--- config.mk ---
export PLATFORM = sky130hd
export DESIGN_NAME = rdsa_coord
export DESIGN_NICKNAME = d
export VERILOG_FILES = /design/src/rdsa_pkg.sv /design/src/rdsa_coord.sv
export SDC_FILE = /design/constraint.sdc
export NUM_CORES = 2
export LEC_CHECK = 0
export ABC_AREA = 1
export BUFFER_PORTS_ARGS = -buffer_cell sky130_fd_sc_hd__buf_2
export CAP_MARGIN = 20
export CORE_MARGIN = 5
export CORE_UTILIZATION = 45
export CTS_CLUSTER_DIAMETER = 200
export DETAILED_ROUTE_END_ITERATION = 7
export GPL_TIMING_DRIVEN = 0
export PLACE_DENSITY = 0.7
export SYNTH_ARGS = -nofsm -noshare
export SYNTH_HDL_FRONTEND = slang
export SYNTH_SLANG_ARGS = --single-unit
--- constraint.sdc ---
create_clock -name clk -period 7.4 [get_ports clk]
set_input_delay 1.48 -clock clk [delete_from_list [all_inputs] [get_ports clk]]
set_output_delay 1.48 -clock clk [all_outputs]
set_load 0.03 [all_outputs]
--- src/rdsa_pkg.sv ---
// Shared types and constants for the radial distortion source address core.
// No dependencies; every other file refers to this package by scoped names.
package rdsa_pkg;

    // Largest image dimensions; larger register values are clamped to these
    localparam int MAX_WIDTH  = 4096;
    localparam int MAX_HEIGHT = 4096;

    localparam int DIM_W   = 13;    // image_width / image_height register width
    localparam int COORD_W = 12;    // dest_x / dest_y width
    localparam int T_W     = 14;    // centered doubled coordinate 2x - w
    localparam int COEF_W  = 32;    // Q4.28 register width
    localparam int KN_W    = 35;    // 1 - k1 - k2 - k3
    localparam int Q_W     = 48;    // signed Q.28 datapath word
    localparam int FRAC    = 28;    // fraction bits
    localparam int SRC_W   = 16;    // source coordinate width
    localparam int OFS_W   = 24;    // linear offset width
    localparam int CFG_IDX_W = 3;
    localparam int CFG_DATA_W = 32;

    // Factor sum saturation bound, 2^47 - 1
    localparam logic signed [Q_W-1:0] QLIM = 48'sh7FFF_FFFF_FFFF;
    localparam logic signed [KN_W-1:0] ONE_Q28 = 35'sd268435456;

    // Delay from input transfer to result strobe
    localparam int LATENCY = 25;

    typedef enum logic [CFG_IDX_W-1:0] {
        REG_COEF_ONE   = 3'd0,
        REG_COEF_TWO   = 3'd1,
        REG_COEF_THREE = 3'd2,
        REG_IMG_WIDTH  = 3'd3,
        REG_IMG_HEIGHT = 3'd4,
        REG_HORIZ_NORM = 3'd5,
        REG_VERT_NORM  = 3'd6
    } cfg_addr_t;

    // Configuration as seen by the datapath
    typedef struct packed {
        logic signed [COEF_W-1:0] k1;
        logic signed [COEF_W-1:0] k2;
        logic signed [COEF_W-1:0] k3;
        logic signed [KN_W-1:0]   kn;
        logic [DIM_W-1:0]         w;    // clamped width
        logic [DIM_W-1:0]         h;    // clamped height
        logic [COEF_W-1:0]        hn;
        logic [COEF_W-1:0]        vn;
    } cfg_t;

endpackage

--- src/rdsa_coord.sv ---
// One axis of the source coordinate: trunc((t*F + d*2^28) / 2^29), saturated to 16 bits.
// Depends on rdsa_pkg. Three stages: split products, sum, truncate and saturate.
module rdsa_coord (
    input  logic                                clk,
    input  logic                                rst_n,
    input  logic                                vld_i,
    input  logic signed [rdsa_pkg::T_W-1:0]     t,
    input  logic signed [rdsa_pkg::Q_W-1:0]     f,
    input  logic [rdsa_pkg::DIM_W-1:0]          d,
    output logic                                vld_o,
    output logic signed [rdsa_pkg::SRC_W-1:0]   s
);

    localparam int QW = rdsa_pkg::Q_W;
    localparam int HW = QW / 2;
    localparam int TW = rdsa_pkg::T_W;
    localparam int NW = 64;
    localparam int MW = NW - rdsa_pkg::FRAC - 1;
    localparam int SW = rdsa_pkg::SRC_W;

    logic [2:0]                 vld_reg;
    logic signed [TW+HW:0]      pl_reg;
    logic signed [TW+HW-1:0]    ph_reg;
    logic signed [NW-1:0]       num_reg;
    logic signed [SW-1:0]       s_reg;

    logic signed [TW+HW:0]      pl_next;
    logic signed [TW+HW-1:0]    ph_next;
    logic signed [NW-1:0]       num_next;
    logic [NW-1:0]              num_mag;
    logic [MW-1:0]              m;
    logic signed [SW-1:0]       s_next;

    assign pl_next = t * $signed({1'b0, f[HW-1:0]});
    assign ph_next = t * $signed(f[QW-1:HW]);

    assign num_next = (NW'(ph_reg) <<< HW) + NW'(pl_reg)
                    + $signed(NW'(d) << rdsa_pkg::FRAC);

    assign num_mag = num_reg[NW-1] ? NW'(-num_reg) : NW'(num_reg);
    assign m       = num_mag[NW-1:rdsa_pkg::FRAC+1];

    always_comb
    begin
        if (num_reg[NW-1])
        begin
            // negative side bottoms out at -32768
            if (m >= MW'(32768))
                s_next = {1'b1, {(SW-1){1'b0}}};
            else
                s_next = -$signed(m[SW-1:0]);
        end
        else
        begin
            if (m >= MW'(32767))
                s_next = {1'b0, {(SW-1){1'b1}}};
            else
                s_next = $signed(m[SW-1:0]);
        end
    end

    always_ff @(posedge clk or negedge rst_n)
    begin
        if (!rst_n)
            vld_reg <= '0;
        else
            vld_reg <= {vld_reg[1:0], vld_i};
    end

    always_ff @(posedge clk)
    begin
        pl_reg  <= pl_next;
        ph_reg  <= ph_next;
        num_reg <= num_next;
        s_reg   <= s_next;
    end

    assign vld_o = vld_reg[2];
    assign s     = s_reg;

endmodule

==> impl_metrics.env <==
export IMPL_crit_chain="buf_2 > inv_1 > buf_4 > clkbuf_8 > nor2_1 > fa_1 > fa_1 > fa_1 > fa_1 > fa_1 > inv_1 > fa_1 > inv_1 > ha_1 > nand2_1 > o21ai_0 > a21oi_1 > o21ai_1 > a21oi_2 > o21ai_2 > nand2_1 > nand2_1 > a21oi_1 > xnor2_1"
export IMPL_ant_nets=0
export IMPL_synth_seq_cells=160
export IMPL_finalCriticalPeriod_ns=7.24
export IMPL_viasPerCell=5.02
export IMPL_required_ns=7.72
export IMPL_fin_nets=5261
export IMPL_cp_arrival_ns=7.56
export IMPL_synthTopCellsByArea="fa_1 (37%), inv_1 (13%), nand2_1 (12%)"
export IMPL_syn_nets=5167
export IMPL_seq_area_frac_synth_pct=9.98
export IMPL_met3RoutedLength_um=8420
export IMPL_synth_top_area_share_pct=36.7
export IMPL_synth_edf_count=0
export IMPL_r2r_start="pl_reg[38]"
export IMPL_min_period_over_period_pct=97.9
export IMPL_cts_buffers=17
export IMPL_avgSynthCellArea_um2=7.65
export IMPL_dp_cells=5250
export IMPL_grt_overflow=0
export IMPL_place_congestion=0.987
export IMPL_first_global_vias=27470
export IMPL_syn_to_final_growth_pct=7.59
export IMPL_fin_hold_ws_ns=0.323
export IMPL_critPathMostFrequentCell="fa_1"
export IMPL_cp_slowest_cell="fa_1"
export IMPL_ys_top_cells_by_count="inv_1 (1103), nand2_1 (1030), fa_1 (591), ha_1 (280), nor2_1 (273)"
export IMPL_startpoint_type="primary input"
export IMPL_synth_area_um2=32300
export IMPL_finalNonFillerCells=5275
export IMPL_drv_slew=0
export IMPL_drtIter0Drc=2083
export IMPL_holdCritStartpoint="pl_reg[9]"
export IMPL_endpoint_kind="register"
export IMPL_die_h_um=278
export IMPL_nFillCells=7009
export IMPL_highest_layer="met5"
export IMPL_dr_pass1_iters=6
export IMPL_yosys_warnings=0
export IMPL_cp_startpoint="t[13]"
export IMPL_ctsRootBufferMaster="clkbuf_16"
export IMPL_worstMarginPinSlew_ns=0.987
export IMPL_dp_hpwl_um=79800
export IMPL_ioPinCount=95
export IMPL_htreeDepth=4
export IMPL_cpPeakStageDelay_ns=0.55
export IMPL_fmax_mhz=138
export IMPL_antenna_found_initial=1
export IMPL_cap_viol_max_count=0
export IMPL_cts_buffer_depth=2
export IMPL_setup_ws_ns=0.158
export IMPL_place_ws_ns=-1.23
export IMPL_vias=26455
export IMPL_clock_sinks=160
export IMPL_num_rows=98
export IMPL_cp_max_fo=10
export IMPL_grt_pass1_wl_um=150000
export IMPL_synth_most_common_cell="inv_1"
export IMPL_status="finished clean"
export IMPL_async_flop_share_pct=1.88
export IMPL_largest_reg_flops=64
export IMPL_clk_latency_ns=0.43
export IMPL_wire_per_inst_um=17.5
export IMPL_path_clk_slew_ns=0.07
export IMPL_hp_class="register to register"
export IMPL_slew_headroom_pct=34.2
export IMPL_synthDistinctLibCells=51
export IMPL_grtUsageTotal_pct=24.4
export IMPL_finClkSkew_ns=0.00533
export IMPL_rsz0062_at_grt="yes"
export IMPL_grt_max_degree=26
export IMPL_drcViolationCount=0
export IMPL_core_um2=71200
export IMPL_critPathKind="primary input to register"
export IMPL_ys_flop_type="dfxtp_1"
export IMPL_hold_violations=0
export IMPL_yosys_area_top_type="fa_1"
export IMPL_diodes=0
export IMPL_cp_top_family="adder cells"
export IMPL_die_area_um2=77100
export IMPL_port_buffers=81
export IMPL_cts_tree="yes"
export IMPL_crit_buf_inv=6
export IMPL_postCtsHoldBufs=0
export IMPL_layout_drive_gt1_share_pct=6.98
export IMPL_die_w_um=278
export IMPL_start_util_pct=45.3
export IMPL_wirelength_um=92600
export IMPL_wl_met2_um=41400
export IMPL_setup_viol=0
export IMPL_syn_instance_count=4218
export IMPL_wl_met1_um=38900
[worst paths after layout]
path / to / slack (ns) / cells past startpoint
min in group asynchronous: vld_reg[2] / 0.83 / 1
min: num_reg[9] / 0.32 / 0
min reg2reg: num_reg[9] / 0.32 / 0
max: pl_reg[31] / 0.16 / 24
max reg2reg: num_reg[59] / 3.67 / 11
max in group asynchronous: vld_reg[1] / 6.46 / 1
[metal layers]
layer | vias to the layer above | global-route usage [%]
met1 | 12668 | 33.5
met3 | 183 | 4.65
met5 | - | 0
met4 | 2 | 8.86
met2 | 1104 | 38.8
li1 | 12498 | -
[worst reg2reg max path: stages (launching register included)]
cell     delay (ns)
dfxtp_1        0.96
fa_1           0.56
ha_1           0.37
nand2_1        0.13
nor2_1         0.20
nand2_1        0.09
o21ai_0        0.50
a21oi_1        0.20
o21ai_0        0.31
nand2_1        0.09
nand2_1        0.08
xor2_1         0.17
[per-stage QoR]
stage | TNS, ns | instance area [µm²] | util [%]
after floorplan | 0 | 32300 | -
after global placement | -34.95 | 33800 | 47.5
after detailed placement | -35.10 | 33900 | 47.5
after CTS | 0 | 34500 | 48.4
after global routing | -0.0786 | 34700 | 48.7
final | 0 | 34700 | 48.7
[what timing repair did]
action                     in CTS  in global routing
gates resized for setup        47                164
hold endpoints to repair        0                  0
setup endpoints to repair      42                 27
cloned                          0                  0
buffers inserted                0                  0
[placed cells by master (no fill, tap or decap), types with 84 or more instances in the layout]
cell,n
nand3_1,88
nand2_1,1030
ha_1,278
fa_1,589
o21ai_0,84
a21oi_1,148
inv_1,1103
dfxtp_1,157
nor2_1,272
buf_2,92
[kinds of logic after synthesis]
family | share of synthesized area, %
AND/OR/NAND/NOR | 19.3
buffers and inverters | 14.5
adder cells (fa/ha/maj) | 47.5
AO/OA/AOI/OAI | 5.21
flip-flops | 9.98
XOR/XNOR | 3.45
[area by class of cell]
cell class | instances | area [µm²] | area share (%)
inverters | 1109 | 4160 | 12.0
clock inverters | 15 | 163 | 0.469
plain buffers | 122 | 667 | 1.92
flip-flops and latches | 160 | 3220 | 9.27
repair buffers | 83 | 432 | 1.24
clock buffers | 17 | 425 | 1.23
multi-input cells | 2819 | 24400 | 70.4
well taps | 950 | 1190 | 3.43
Power is left out: the tool's default activity adds up to more than one toggle a clock period on the data nets, which glitch-free logic cannot reach.
