File: src/rdsa_pkg.sv
// Shared types and constants for the radial distortion source address core.
// No dependencies; every other file refers to this package by scoped names.
package rdsa_pkg;

    // Largest image dimensions; larger register values are clamped to these
    localparam int MAX_WIDTH  = 4096;
    localparam int MAX_HEIGHT = 4096;

    localparam int DIM_W   = 13;    // image_width / image_height register width
    localparam int COORD_W = 12;    // dest_x / dest_y width
    localparam int T_W     = 14;    // centered doubled coordinate 2x - w
    localparam int COEF_W  = 32;    // Q4.28 register width
    localparam int KN_W    = 35;    // 1 - k1 - k2 - k3
    localparam int Q_W     = 48;    // signed Q.28 datapath word
    localparam int FRAC    = 28;    // fraction bits
    localparam int SRC_W   = 16;    // source coordinate width
    localparam int OFS_W   = 24;    // linear offset width
    localparam int CFG_IDX_W = 3;
    localparam int CFG_DATA_W = 32;

    // Factor sum saturation bound, 2^47 - 1
    localparam logic signed [Q_W-1:0] QLIM = 48'sh7FFF_FFFF_FFFF;
    localparam logic signed [KN_W-1:0] ONE_Q28 = 35'sd268435456;

    // Delay from input transfer to result strobe
    localparam int LATENCY = 25;

    typedef enum logic [CFG_IDX_W-1:0] {
        REG_COEF_ONE   = 3'd0,
        REG_COEF_TWO   = 3'd1,
        REG_COEF_THREE = 3'd2,
        REG_IMG_WIDTH  = 3'd3,
        REG_IMG_HEIGHT = 3'd4,
        REG_HORIZ_NORM = 3'd5,
        REG_VERT_NORM  = 3'd6
    } cfg_addr_t;

    // Configuration as seen by the datapath
    typedef struct packed {
        logic signed [COEF_W-1:0] k1;
        logic signed [COEF_W-1:0] k2;
        logic signed [COEF_W-1:0] k3;
        logic signed [KN_W-1:0]   kn;
        logic [DIM_W-1:0]         w;    // clamped width
        logic [DIM_W-1:0]         h;    // clamped height
        logic [COEF_W-1:0]        hn;
        logic [COEF_W-1:0]        vn;
    } cfg_t;

endpackage

File: src/rdsa_cfg.sv
// Configuration register file: seven registers written over a valid/ready channel.
// Depends on rdsa_pkg; also derives the clamped dimensions and the constant term kn.
module rdsa_cfg (
    input  logic                              clk,
    input  logic                              rst_n,
    input  logic                              cfg_valid,
    output logic                              cfg_ready,
    input  logic [rdsa_pkg::CFG_IDX_W-1:0]    cfg_index,
    input  logic [rdsa_pkg::CFG_DATA_W-1:0]   cfg_data,
    output rdsa_pkg::cfg_t                    cfg
);

    logic [rdsa_pkg::COEF_W-1:0] coef_one_reg;
    logic [rdsa_pkg::COEF_W-1:0] coef_two_reg;
    logic [rdsa_pkg::COEF_W-1:0] coef_three_reg;
    logic [rdsa_pkg::DIM_W-1:0]  width_reg;
    logic [rdsa_pkg::DIM_W-1:0]  height_reg;
    logic [rdsa_pkg::COEF_W-1:0] hnorm_reg;
    logic [rdsa_pkg::COEF_W-1:0] vnorm_reg;

    assign cfg_ready = 1'b1;

    always_ff @(posedge clk or negedge rst_n)
    begin
        if (!rst_n)
        begin
            coef_one_reg   <= '0;
            coef_two_reg   <= '0;
            coef_three_reg <= '0;
            width_reg      <= 13'd4096;
            height_reg     <= 13'd4096;
            hnorm_reg      <= 32'd131072;
            vnorm_reg      <= 32'd131072;
        end
        else if (cfg_valid && cfg_ready)
        begin
            unique case (cfg_index)
                rdsa_pkg::REG_COEF_ONE:   coef_one_reg   <= cfg_data;
                rdsa_pkg::REG_COEF_TWO:   coef_two_reg   <= cfg_data;
                rdsa_pkg::REG_COEF_THREE: coef_three_reg <= cfg_data;
                rdsa_pkg::REG_IMG_WIDTH:  width_reg      <= cfg_data[rdsa_pkg::DIM_W-1:0];
                rdsa_pkg::REG_IMG_HEIGHT: height_reg     <= cfg_data[rdsa_pkg::DIM_W-1:0];
                rdsa_pkg::REG_HORIZ_NORM: hnorm_reg      <= cfg_data;
                rdsa_pkg::REG_VERT_NORM:  vnorm_reg      <= cfg_data;
                default: ;  // drop writes past the register list
            endcase
        end
    end

    always_comb
    begin
        cfg.k1 = $signed(coef_one_reg);
        cfg.k2 = $signed(coef_two_reg);
        cfg.k3 = $signed(coef_three_reg);
        cfg.kn = rdsa_pkg::ONE_Q28
               - rdsa_pkg::KN_W'($signed(coef_one_reg))
               - rdsa_pkg::KN_W'($signed(coef_two_reg))
               - rdsa_pkg::KN_W'($signed(coef_three_reg));
        cfg.w  = (width_reg > rdsa_pkg::DIM_W'(rdsa_pkg::MAX_WIDTH))
               ? rdsa_pkg::DIM_W'(rdsa_pkg::MAX_WIDTH) : width_reg;
        cfg.h  = (height_reg > rdsa_pkg::DIM_W'(rdsa_pkg::MAX_HEIGHT))
               ? rdsa_pkg::DIM_W'(rdsa_pkg::MAX_HEIGHT) : height_reg;
        cfg.hn = hnorm_reg;
        cfg.vn = vnorm_reg;
    end

endmodule

File: config.mk
export PLATFORM = sky130hd
export DESIGN_NAME = rdsa_cfg
export DESIGN_NICKNAME = d
export VERILOG_FILES = /design/src/rdsa_pkg.sv /design/src/rdsa_cfg.sv
export SDC_FILE = /design/constraint.sdc
export NUM_CORES = 1
export LEC_CHECK = 0
export ABC_AREA = 1
export BUFFER_PORTS_ARGS = -buffer_cell sky130_fd_sc_hd__buf_2
export CAP_MARGIN = 20
export CORE_UTILIZATION = 40
export DETAILED_ROUTE_END_ITERATION = 10
export PLACE_DENSITY = 0.65
export RECOVER_POWER = 100
export SYNTH_ARGS = -nofsm -noshare
export SYNTH_HDL_FRONTEND = slang
export SYNTH_SLANG_ARGS = --single-unit
File: constraint.sdc
create_clock -name clk -period 3.9 [get_ports clk]
set_clock_uncertainty 0.15 [all_clocks]
set_input_delay 0 -clock clk [delete_from_list [all_inputs] [get_ports clk]]
set_output_delay 0 -clock clk [all_outputs]
set_load 0.02 [all_outputs]
==> impl_metrics.env <==
export IMPL_ir_worst_vdd_uv=954
export IMPL_layout_common_cells="nand2_1, inv_1, clkbuf_1, o21ai_0, dfrtp_1"
export IMPL_clock_sinks=186
export IMPL_nFillCells=2644
export IMPL_rr_endpoint="coef_two_reg[13]$_DFFE_PN0P_"
export IMPL_antenna_found_initial=0
export IMPL_period_needed_ns=3.65
export IMPL_grt_ovfl_total=0
export IMPL_drt_pass1_iter_count=5
export IMPL_total_power_mw=12.6
export IMPL_rows=59
export IMPL_setup_tns_final_ns=0
export IMPL_yosysWarningCount=0
export IMPL_dp_hpwl_mm=23.5
export IMPL_fp_dieH_um=165
export IMPL_synthCells=1328
export IMPL_cts_tree="done"
export IMPL_crit_start="coef_two_reg[1]$_DFFE_PN0P_"
export IMPL_postRouteAntennaNets=0
export IMPL_syn2layout_area_growth_pct=21.9
export IMPL_seq_area_frac_synth=0.440
export IMPL_crit_path_end_kind="output pin"
export IMPL_post_route_period_util=0.936
export IMPL_cts_root_buf="clkbuf_16"
export IMPL_reg2reg_depth=2
export IMPL_placed_area_um2=12200
export IMPL_gp_congestion=0.892
export IMPL_p_per_area_nw_per_um2=976
export IMPL_slew_limit_headroom=-0.970
export IMPL_ys_async_sr_fraction=1.00
export IMPL_grt_max_degree=120
export IMPL_maxCapViolations=6
export IMPL_syn_cell_area_um2=10600
export IMPL_endpoint="cfg[105]"
export IMPL_regToRegSetupSlack_ns=2.88
export IMPL_portBuffers=258
export IMPL_status="finished with violations"
export IMPL_ys_flop_type="dfrtp_1"
export IMPL_drcViolationCount=0
export IMPL_drive_above_1_share=0.0573
export IMPL_violations="hold timing, capacitance limit, slew limit"
export IMPL_io_pin_count=260
export IMPL_initial_core_util=0.407
export IMPL_drt_iter0_drc=502
export IMPL_clkLatencyLatePin_ns=0.42
export IMPL_layout_nets=1748
export IMPL_static_leakage_power_nw=6.53
export IMPL_max_freq_mhz=274
export IMPL_clk_pin_slew_ns=0.07
export IMPL_finish_instance_area_um2=12900
export IMPL_setup_ws_ns=0.249
export IMPL_hold_violations=6
export IMPL_wirelength_mm=30.9
export IMPL_path_max_fanout=4
export IMPL_htree_levels=4
export IMPL_synth_distinct_cells=29
export IMPL_post_place_ws_ns=0.658
export IMPL_synth_ff_latch_count=186
export IMPL_grt_pass1_wl_mm=47.8
export IMPL_arrival_ns=3.50
export IMPL_rsz0062_at_grt="no"
export IMPL_via_per_inst=4.79
export IMPL_reg2reg_from="coef_two_reg[13]$_DFFE_PN0P_"
export IMPL_path_class="flip-flop to output pin"
export IMPL_wl_per_cell_um=15.8
export IMPL_post_cts_setup_buffer_count=0
export IMPL_worst_pin_slew_ns=2.96
export IMPL_slew_violations=433
export IMPL_clockBufferDepth=2
export IMPL_core_area_um2=26000
export IMPL_grtUsageTotal=0.231
export IMPL_finalSetupViolations=0
export IMPL_final_common_cell="nand2_1"
export IMPL_hold_ws_ns=-0.0615
export IMPL_syn_avg_cell_area_um2=7.97
export IMPL_grt_pass1_vias=8972
export IMPL_dieArea_um2=27100
export IMPL_cp_required_ns=3.75
export IMPL_syn_num_nets=1465
export IMPL_numCtsBuffers=17
export IMPL_startpoint_type="flip-flop"
export IMPL_synth_edf_count=0
export IMPL_fp_dieW_um=165
export IMPL_hold_path_class="primary input to flip-flop"
export IMPL_via_count=9392
## cell type report
class	count	area [um2]	share of cell area
sequential	186	4660	0.361
tap	335	419	0.0325
multi-input combinational	864	4890	0.379
timing repair buffer	303	1450	0.112
clock buffer	18	439	0.0340
clock inverter	13	150	0.0116
antenna	1	2.50	0.000194
inverter	239	897	0.0695
## cell families after synthesis
family	share of synthesized area
AND/OR/NAND/NOR	0.189
buffers and inverters	0.0989
AO/OA/AOI/OAI	0.118
flip-flops	0.440
adder cells (fa/ha/maj)	0.140
XOR/XNOR	0.0132
other	0.000354
## worst min-delay path by stage
stage | from | slack (ns) | to | cells past startpoint
after floorplan | rst_n | -0.45 | coef_one_reg[0]$_DFFE_PN0P_ | 0
after global placement | rst_n | 0.06 | width_reg[4]$_DFFE_PN0P_ | 1
after detailed placement | rst_n | 0.07 | width_reg[6]$_DFFE_PN0P_ | 1
after CTS | rst_n | 0.17 | width_reg[4]$_DFFE_PN0P_ | 2
after global routing | cfg_index[2] | -0.002 | hnorm_reg[2]$_DFFE_PN0P_ | 6
final | cfg_index[2] | -0.06 | hnorm_reg[2]$_DFFE_PN0P_ | 6
## critical path, cell delays in order, from the launching register on
cell and delay, ns:
dfrtp_1 0.41, ha_1 0.33, fa_1 0.48, inv_1 0.07, ha_2 0.21, inv_1 0.06, fa_2 0.37, inv_1 0.08
nand3_1 0.08, nand2_2 0.12, nand3_1 0.08, nand2_1 0.12, nand2_1 0.08, nand2_2 0.12, xor2_1 0.21, clkbuf_1 0.25
## repair_timing
item	4_1_cts	5_1_grt
hold endpoints to repair	300	6
resized for setup	0	2
hold buffers	33	6
setup endpoints to repair	0	2
## Yosys cell counts, drive strengths merged, types with 4 or more instances
library cell	number	area (um2)
o21bai	6	45.0
nand3	26	135
dfstp	4	105
nand4	11	68.8
o21ai	200	1000
clkbuf	38	143
xor2	15	131
a21oi	33	165
ha	67	838
fa	32	641
dfrtp	182	4550
inv	239	897
nand2	373	1420
nor3	8	40.0
nor2	83	319
## layer usage
| layer | vias up | GRT usage | wire length (um) |
|---|---|---|---|
| met5 | - | 0 | 0 |
| met4 | 0 | 0.0817 | 881 |
| met3 | 38 | 0.0374 | 1510 |
| met1 | 4424 | 0.321 | 14100 |
| li1 | 4694 | - | - |
| met2 | 236 | 0.363 | 14400 |
## metrics by stage
stage	std cells	utilization
after floorplan	1328	-
after global placement	1886	0.470
after detailed placement	1886	0.470
after CTS	1950	0.505
after global routing	1958	0.496
final	1959	0.497
## report_power, final
group,switching [mW],internal [mW]
logic,5.75,2.52
clock network,0.821,0.931
registers,0.266,2.30
total,6.84,5.75
(Power assumes the default switching activity.)
