**config.mk**
```make
export PLATFORM = sky130hd
export DESIGN_NAME = rdsa_addr
export DESIGN_NICKNAME = d
export VERILOG_FILES = /design/src/rdsa_pkg.sv /design/src/rdsa_addr.sv
export SDC_FILE = /design/constraint.sdc
export NUM_CORES = 1
export LEC_CHECK = 0
export BUFFER_PORTS_ARGS = -buffer_cell sky130_fd_sc_hd__buf_2
export CAP_MARGIN = 20
export CORE_ASPECT_RATIO = 1.1
export CORE_MARGIN = 2
export CORE_UTILIZATION = 45
export DETAILED_ROUTE_END_ITERATION = 8
export GPL_TIMING_DRIVEN = 0
export PLACE_DENSITY_LB_ADDON = 0.12
export SLEW_MARGIN = 10
export SYNTH_ARGS = -nofsm -noshare
export SYNTH_HDL_FRONTEND = slang
export SYNTH_SLANG_ARGS = --single-unit
```
**constraint.sdc**
```tcl
create_clock -name clk -period 2.4 [get_ports clk]
set_input_delay 0.24 -clock clk [delete_from_list [all_inputs] [get_ports clk]]
set_output_delay 0.24 -clock clk [all_outputs]
set_load 0.005 [all_outputs]
```
**src/rdsa_pkg.sv**
```systemverilog
// Shared types and constants for the radial distortion source address core.
// No dependencies; every other file refers to this package by scoped names.
package rdsa_pkg;

    // Largest image dimensions; larger register values are clamped to these
    localparam int MAX_WIDTH  = 4096;
    localparam int MAX_HEIGHT = 4096;

    localparam int DIM_W   = 13;    // image_width / image_height register width
    localparam int COORD_W = 12;    // dest_x / dest_y width
    localparam int T_W     = 14;    // centered doubled coordinate 2x - w
    localparam int COEF_W  = 32;    // Q4.28 register width
    localparam int KN_W    = 35;    // 1 - k1 - k2 - k3
    localparam int Q_W     = 48;    // signed Q.28 datapath word
    localparam int FRAC    = 28;    // fraction bits
    localparam int SRC_W   = 16;    // source coordinate width
    localparam int OFS_W   = 24;    // linear offset width
    localparam int CFG_IDX_W = 3;
    localparam int CFG_DATA_W = 32;

    // Factor sum saturation bound, 2^47 - 1
    localparam logic signed [Q_W-1:0] QLIM = 48'sh7FFF_FFFF_FFFF;
    localparam logic signed [KN_W-1:0] ONE_Q28 = 35'sd268435456;

    // Delay from input transfer to result strobe
    localparam int LATENCY = 25;

    typedef enum logic [CFG_IDX_W-1:0] {
        REG_COEF_ONE   = 3'd0,
        REG_COEF_TWO   = 3'd1,
        REG_COEF_THREE = 3'd2,
        REG_IMG_WIDTH  = 3'd3,
        REG_IMG_HEIGHT = 3'd4,
        REG_HORIZ_NORM = 3'd5,
        REG_VERT_NORM  = 3'd6
    } cfg_addr_t;

    // Configuration as seen by the datapath
    typedef struct packed {
        logic signed [COEF_W-1:0] k1;
        logic signed [COEF_W-1:0] k2;
        logic signed [COEF_W-1:0] k3;
        logic signed [KN_W-1:0]   kn;
        logic [DIM_W-1:0]         w;    // clamped width
        logic [DIM_W-1:0]         h;    // clamped height
        logic [COEF_W-1:0]        hn;
        logic [COEF_W-1:0]        vn;
    } cfg_t;

endpackage

```
**src/rdsa_addr.sv**
```systemverilog
// Range check and linear offset src_x + src_y*w, two stages, ending in the result registers.
// Depends on rdsa_pkg.
module rdsa_addr (
    input  logic                                clk,
    input  logic                                rst_n,
    input  logic                                vld_i,
    input  logic signed [rdsa_pkg::SRC_W-1:0]   sx,
    input  logic signed [rdsa_pkg::SRC_W-1:0]   sy,
    input  logic [rdsa_pkg::DIM_W-1:0]          w,
    input  logic [rdsa_pkg::DIM_W-1:0]          h,
    output logic                                done,
    output logic signed [rdsa_pkg::SRC_W-1:0]   src_x,
    output logic signed [rdsa_pkg::SRC_W-1:0]   src_y,
    output logic [rdsa_pkg::OFS_W-1:0]          src_offset,
    output logic                                in_range
);

    localparam int SW = rdsa_pkg::SRC_W;
    localparam int DW = rdsa_pkg::DIM_W;
    localparam int OW = rdsa_pkg::OFS_W;

    logic                   a_vld_reg;
    logic                   done_reg;
    logic signed [SW-1:0]   a_sx_reg, a_sy_reg;
    logic                   a_ok_reg;
    logic [OW-1:0]          a_prod_reg;
    logic signed [SW-1:0]   sx_reg, sy_reg;
    logic [OW-1:0]          offset_reg;
    logic                   ok_reg;

    logic                   ok_next;
    logic [SW+DW-2:0]       prod_full;
    logic [OW-1:0]          offset_next;

    assign ok_next = !sx[SW-1] && (sx[SW-2:0] < (SW-1)'(w))
                  && !sy[SW-1] && (sy[SW-2:0] < (SW-1)'(h));
    assign prod_full = sy[SW-2:0] * w;

    assign offset_next = a_ok_reg ? (OW'(a_sx_reg[SW-2:0]) + a_prod_reg) : '0;

    always_ff @(posedge clk or negedge rst_n)
    begin
        if (!rst_n)
        begin
            a_vld_reg <= 1'b0;
            done_reg  <= 1'b0;
        end
        else
        begin
            a_vld_reg <= vld_i;
            done_reg  <= a_vld_reg;
        end
    end

    always_ff @(posedge clk)
    begin
        a_sx_reg   <= sx;
        a_sy_reg   <= sy;
        a_ok_reg   <= ok_next;
        a_prod_reg <= prod_full[OW-1:0];

        sx_reg     <= a_sx_reg;
        sy_reg     <= a_sy_reg;
        offset_reg <= offset_next;
        ok_reg     <= a_ok_reg;
    end

    assign done       = done_reg;
    assign src_x      = sx_reg;
    assign src_y      = sy_reg;
    assign src_offset = offset_reg;
    assign in_range   = ok_reg;

endmodule

```
==> flow_metrics.env, run 1 <==
export IMPL_grt_max_degree=17
export IMPL_cts_buffer_depth=2
export IMPL_async_reset_ff_share_pct=1.72
export IMPL_ant_nets=0
export IMPL_critPathMaxStageDelay_ns=0.54
export IMPL_synth_simple_area_share_pct=14.2
export IMPL_nNetsFinal=1547
export IMPL_yosysSeqAreaShare_pct=23.9
export IMPL_rsz0062_at_grt="true"
export IMPL_yosysWarnings=0
export IMPL_hp_class="input pin to flop"
export IMPL_crit_required_ns=2.69
export IMPL_switchingPower_uw=7000
export IMPL_regToRegSetupSlack_ns=-0.09
export IMPL_clkPwrFrac_pct=14.9
export IMPL_p_int_uw=8840
export IMPL_peakVddDrop_mv=0.770
export IMPL_dpl_hpwl_mm=19.1
export IMPL_synthFlopType="dfxtp_1"
export IMPL_viasPerCell=4.79
export IMPL_yosys_top_cells_area="fa_1, dfxtp_1, ha_1"
export IMPL_crit_arrival_ns=5.05
export IMPL_synth_edf_count=0
export IMPL_synth_xor_area_share_pct=2.97
export IMPL_path_cells="buf_12 > clkbuf_16 > and2_4 > fa_1 > inv_2 > fa_1 > inv_2 > fa_1 > fa_1 > inv_2 > fa_1 > inv_2 > ha_4 > a31oi_4 > a211oi_4 > a311oi_2 > o31a_1 > o21bai_1 > a21oi_2 > xnor2_1"
export IMPL_r2r_start="a_prod_reg[0]"
export IMPL_syn_nets=1331
export IMPL_cpMaxStageDelayCell="fa_1"
export IMPL_synth_area_mux_share_pct=0.205
export IMPL_worst_pin_slew_ns=0.917
export IMPL_synth_top_family_by_area="adder cells"
export IMPL_grt_usage_pct=23.4
export IMPL_synth_most_common_cell="inv_1"
export IMPL_antenna_found_initial=0
export IMPL_grt_remaining_overflow=0
export IMPL_fin_crit_ns=4.77
export IMPL_die_area_sq_um=22900
export IMPL_sw_frac_of_total_pct=44.2
export IMPL_reg2reg_depth=11
export IMPL_clock_root_buffer="clkbuf_16"
export IMPL_synth_fa_ha_area_share_pct=40.7
export IMPL_place_congestion=0.865
export IMPL_min_to="a_sy_reg[0]"
export IMPL_finalSetupViolCount=22
export IMPL_power_frac_seq_pct=15.4
export IMPL_synth_seq_cells=116
export IMPL_synth_cell_types=51
export IMPL_maxCapViolCount=0
export IMPL_hold_path_cell_count=1
export IMPL_cts_max_level=4
export IMPL_synth_area_sq_um=9750
export IMPL_syn_to_final_growth_pct=32.7
export IMPL_syn_inst=1036
export IMPL_cp_max_fo=5
export IMPL_finalPower_uw=15800
export IMPL_grt_pass1_wl_mm=40.3
export IMPL_slew_headroom_pct=38.7
export IMPL_grt_pass1_vias=8015
export IMPL_numCtsBuffers=17
export IMPL_start_util_pct=45.8
export IMPL_power_per_cell_area_nw_per_um2=1220
export IMPL_hp_start="sy[0]"
export IMPL_drv_slew=0
export IMPL_worst_slack_ns=-2.37
export IMPL_portBuffers=118
export IMPL_status="complete, but fails checks"
export IMPL_endpoint_kind="flop"
export IMPL_fin_worst_skew_ns=0.0171
export IMPL_failed_checks="setup timing"
export IMPL_drt_pass1_iter_count=5
export IMPL_drc=0
export IMPL_rows=56
export IMPL_stdcell_count=1555
export IMPL_ios=119
export IMPL_final_period_utilization_pct=199
export IMPL_fmax_mhz=210
export IMPL_die_w_microns=144
export IMPL_vias=7447
export IMPL_netlist_area_leader_share_pct=28.5
export IMPL_wire_per_inst_microns=16.0
export IMPL_rr_endpoint="src_offset[18]"
export IMPL_critPathKind="input pin to flop"
export IMPL_design_area_sq_um=12900
export IMPL_drive_gt1_share_pct=27.0
export IMPL_combPwrFrac_pct=69.7
export IMPL_clk_latency_ns=0.42
export IMPL_drt_first_iter_violations=253
export IMPL_dp_cells=1444
export IMPL_synth_top_area_cell="fa_1"
export IMPL_finalHoldViolations=0
export IMPL_avgSynthCellArea_sq_um=9.41
export IMPL_start_kind="input pin"
export IMPL_antenna_cells=0
export IMPL_drt_wl_total_mm=24.9
export IMPL_synth_compound_area_share_pct=7.88
export IMPL_crit_path_frequent_cell="fa_1"
export IMPL_p_leak_uw=0.00654
export IMPL_cts_tree="yes"
export IMPL_die_y_microns=158
export IMPL_core_sq_um=21300
export IMPL_clkSinkCount=116
export IMPL_dpl_instance_area_sq_um=11000
export IMPL_ys_top_cells_by_count="inv_1, fa_1, nand2_1, dfxtp_1, ha_1"
export IMPL_path_clk_slew_ns=0.07
-- metrics by stage --
stage | TNS [ns] | setup slack [ns] | util (%) | hold WS, ns
3_3_place_gp | -44.75 | -3.12 | 51.5 | 0.0242
2_1_floorplan | -33.11 | -2.39 | - | -0.0556
6_report | -33.48 | -2.37 | 60.7 | 0.0264
3_5_place_dp | -45.81 | -3.16 | 51.5 | 0.0271
4_1_cts | -32.58 | -2.34 | 59.7 | 0.00131
5_1_grt | -35.81 | -2.51 | 60.7 | 0.00687
-- layout by cell type (no fill, tap or decap), drive strengths merged, types with 9 or more instances in the layout --
master,n
inv,233
buf,178
fa,139
nand2,117
dfxtp,114
ha,95
and2,90
clkbuf,42
a21oi,35
nor2,28
dlygate4sd3,26
a21o,22
xnor2,22
xor2,11
o21ai,11
o21a,9
-- logic make-up (layout without fill, tap and decap cells) --
group	after synthesis	count (layout)
adders and majority gates	234	234
muxes	2	2
buffers and inverters	261	490
and+or+nand+nor	280	280
AOI/OAI and AO/OA	110	110
xor gates and xnor gates	33	33
DFF	116	116
-- worst max path at each step --
stage          depth (start not counted)              to  start  slack, ns
6_report                              20  a_prod_reg[23]  sy[7]      -2.37
5_1_grt                               21  a_prod_reg[23]  sy[7]      -2.51
4_1_cts                               21  a_prod_reg[23]   w[2]      -2.34
3_5_place_dp                          21  a_prod_reg[23]   w[2]      -3.16
3_3_place_gp                          21  a_prod_reg[23]   w[2]      -3.12
2_1_floorplan                         20  a_prod_reg[23]   w[1]      -2.39
-- layout make-up --
class,count,area (sq um)
fill,1848,8360
multi-input combinational,659,6910
sequential,116,2340
timing repair buffer,199,1520
inverter,230,863
clock buffer,18,439
buffer,29,398
tap,290,363
clock inverter,14,105
-- power groups by stage --
stage | combinational [uW] | clock (uW) | sequential, uW
finish | 11000 | 2360 | 2430
floorplan | 7210 | 0 | 2440
global route | 12300 | 2510 | 2460
global placement | 8970 | 0 | 2460
detailed placement | 9070 | 0 | 2470
CTS | 10400 | 2420 | 2430
-- routing by layer --
metal / vias up / wire (microns) / track usage, %
met5: - / 0 / 0
met4: 0 / 671 / 8.23
met3: 38 / 1270 / 5.14
met2: 207 / 11900 / 40.1
met1: 3594 / 11100 / 29.3
li1: 3608 / - / -
-- critical path: cells and delay by family --
| family | cells | cell delay, ns |
|---|---|---|
| adders and majority gates | 6 | 2.91 |
| and+or+nand+nor | 1 | 0.13 |
| AOI/OAI and AO/OA | 6 | 1.18 |
| buffers and inverters | 6 | 0.43 |
| xor gates and xnor gates | 1 | 0.14 |
-- repair_timing --
action / in CTS / in global routing
setup endpoints to repair: 29 / 30
setup buffers: 51 / 4
pin swaps: 56 / 31
gates cloned: 1 / 0
resized for setup: 121 / 56
hold endpoints to repair: 27 / 0
hold buffers: 26 / 0
Note: power is estimated with default switching activity, not from simulation.
==> run 2: changes to the inputs <==
--- a/config.mk
+++ b/config.mk
@@ -7,9 +7,11 @@
 export LEC_CHECK = 0
 export BUFFER_PORTS_ARGS = -buffer_cell sky130_fd_sc_hd__buf_2
 export CAP_MARGIN = 20
+export CELL_PAD_IN_SITES_DETAIL_PLACEMENT = 0
+export CELL_PAD_IN_SITES_GLOBAL_PLACEMENT = 2
 export CORE_ASPECT_RATIO = 1.1
 export CORE_MARGIN = 2
-export CORE_UTILIZATION = 45
+export CORE_UTILIZATION = 34
 export DETAILED_ROUTE_END_ITERATION = 8
 export GPL_TIMING_DRIVEN = 0
 export PLACE_DENSITY_LB_ADDON = 0.12
==> run 2 against run 1 <==
  * Die area rose by 31%
  * Wire length rose by 5.7%
  * Via count fell by 2.8%
  * Combinational power rose by 10%
  * The flow still finishes with violations (setup timing)
  * Clock skew fell by 0.0025 ns
==> flow_metrics.env, run 2 (synthesized netlist as in run 1, its figures left out) <==
export IMPL_status="complete, but fails checks"
export IMPL_failed_checks="setup timing"
export IMPL_viasPerCell=4.46
export IMPL_final_period_utilization_pct=202
export IMPL_grt_max_degree=17
export IMPL_vias=7240
export IMPL_fin_worst_skew_ns=0.0146
export IMPL_crit_required_ns=2.73
export IMPL_nNetsFinal=1538
export IMPL_syn_to_final_growth_pct=34.4
export IMPL_worst_slack_ns=-2.45
export IMPL_rr_endpoint="src_offset[18]"
export IMPL_ios=119
export IMPL_cpMaxStageDelayCell="fa_1"
export IMPL_worst_pin_slew_ns=1.02
export IMPL_rows=65
export IMPL_hp_class="input pin to flop"
export IMPL_cp_max_fo=7
export IMPL_die_area_sq_um=30000
export IMPL_fmax_mhz=206
export IMPL_p_leak_uw=0.00652
export IMPL_power_per_cell_area_nw_per_um2=1320
export IMPL_hold_path_cell_count=1
export IMPL_critPathMaxStageDelay_ns=0.52
export IMPL_grt_pass1_wl_mm=41.4
export IMPL_r2r_start="a_prod_reg[0]"
export IMPL_drt_first_iter_violations=250
export IMPL_combPwrFrac_pct=70.4
export IMPL_dpl_hpwl_mm=21.0
export IMPL_grt_remaining_overflow=0
export IMPL_power_frac_seq_pct=14.1
export IMPL_crit_path_frequent_cell="fa_1"
export IMPL_start_util_pct=34.2
export IMPL_critPathKind="input pin to flop"
export IMPL_min_to="a_sy_reg[0]"
export IMPL_finalHoldViolations=0
export IMPL_clkPwrFrac_pct=15.5
export IMPL_path_cells="buf_12 > clkbuf_16 > and2_4 > fa_1 > inv_1 > fa_1 > inv_1 > fa_1 > fa_1 > inv_1 > fa_1 > inv_2 > ha_4 > a21o_4 > nor3_4 > a211oi_4 > a311oi_2 > o31a_1 > o21bai_1 > a21oi_1 > xnor2_1"
export IMPL_start_kind="input pin"
export IMPL_switchingPower_uw=7310
export IMPL_drv_slew=0
export IMPL_rsz0062_at_grt="true"
export IMPL_die_w_microns=165
export IMPL_numCtsBuffers=17
export IMPL_peakVddDrop_mv=0.815
export IMPL_slew_headroom_pct=32.1
export IMPL_clk_latency_ns=0.42
export IMPL_reg2reg_depth=11
export IMPL_cts_buffer_depth=2
export IMPL_drt_wl_total_mm=26.4
export IMPL_endpoint_kind="flop"
export IMPL_cts_max_level=4
export IMPL_wire_per_inst_microns=16.2
export IMPL_ant_nets=0
export IMPL_drc=0
export IMPL_antenna_found_initial=0
export IMPL_regToRegSetupSlack_ns=-0.10
export IMPL_die_y_microns=182
export IMPL_clock_root_buffer="clkbuf_16"
export IMPL_crit_arrival_ns=5.18
export IMPL_grt_pass1_vias=7537
export IMPL_core_sq_um=28500
export IMPL_hold_ws_ns=0.0113
export IMPL_portBuffers=118
export IMPL_mostFrequentLayoutCells="inv_1, fa_1, nand2_1"
export IMPL_sw_frac_of_total_pct=42.4
export IMPL_stdcell_count=1624
export IMPL_cts_tree="yes"
export IMPL_grt_usage_pct=18.4
export IMPL_p_int_uw=9930
export IMPL_dp_cells=1522
export IMPL_critPathTopFamily="adder cells"
export IMPL_finalSetupViolCount=23
export IMPL_antenna_cells=0
export IMPL_fin_crit_ns=4.85
export IMPL_drive_gt1_share_pct=26.4
export IMPL_maxCapViolCount=0
export IMPL_path_clk_slew_ns=0.06
export IMPL_hp_start="sy[0]"
export IMPL_crit_buf_inv=6
export IMPL_place_congestion=0.807
export IMPL_clkSinkCount=116
export IMPL_layout_commonest_cell="inv_1"
export IMPL_drt_pass1_iter_count=4
[run 2: cell types whose count changed in the layout (fill, tap and decap cells not counted), moves of 3 or more]
cell and change:
bufinv_16 +3, buf_4 -9, clkbuf_16 +5, buf_8 -5
buf_6 +10, buf_2 -3, clkinv_2 -3, clkbuf_8 -3
buf_12 -4
[run 2: metal layers]
metal  GRT usage [%]  routed length, microns  up-vias
li1                -                       -     3581
met3            3.06                    1070       16
met4            3.62                     238        0
met5               0                       0        -
met1            25.3                   12700     3487
met2            30.7                   12400      156
[run 2: how the worst max path moves through the flow]
stage	cells past startpoint	slack, ns	endpoint	from
floorplan	20	-2.39	a_prod_reg[23]	w[1]
global placement	21	-3.27	a_prod_reg[23]	w[2]
detailed placement	21	-3.28	a_prod_reg[23]	w[2]
CTS	21	-2.41	a_prod_reg[23]	w[1]
global route	21	-2.60	a_prod_reg[23]	sy[6]
finish	21	-2.45	a_prod_reg[23]	w[1]
[run 2: final cells by class]
class | count | area [sq um]
clock inverter | 14 | 178
fill | 2837 | 15400
buffer | 29 | 477
sequential | 116 | 2340
multi-input combinational | 659 | 6940
inverter | 230 | 863
timing repair buffer | 190 | 1400
clock buffer | 18 | 439
tap | 368 | 460
[run 2: through the flow]
stage	TNS, ns	utilization, %	worst slack (ns)	instance area [sq um]	power (uW)
2_1_floorplan	-33.11	-	-2.39	10000	9650
3_3_place_gp	-47.08	38.9	-3.27	11100	11700
3_5_place_dp	-46.94	38.9	-3.28	11100	11700
4_1_cts	-32.51	44.9	-2.41	12800	16300
5_1_grt	-36.27	46.0	-2.60	13100	18900
6_report	-33.61	46.0	-2.45	13100	17200
[run 2: power by group through the flow]
stage                     clock [uW]  sequential (uW)  combinational, uW
after CTS                       2740             2430              11100
after detailed placement           0             2470               9180
after floorplan                    0             2440               7210
final                           2670             2430              12100
after global routing            2820             2460              13600
after global placement             0             2470               9220
[run 2: timing repair]
item                                    4_1_cts  5_1_grt
buffers inserted                             30       16
pin swaps                                    72       46
gates resized for setup                     130       64
endpoints found under the setup margin       29       30
endpoints found under the hold margin        27        1
hold buffers                                 26        1
cloned                                        1        0
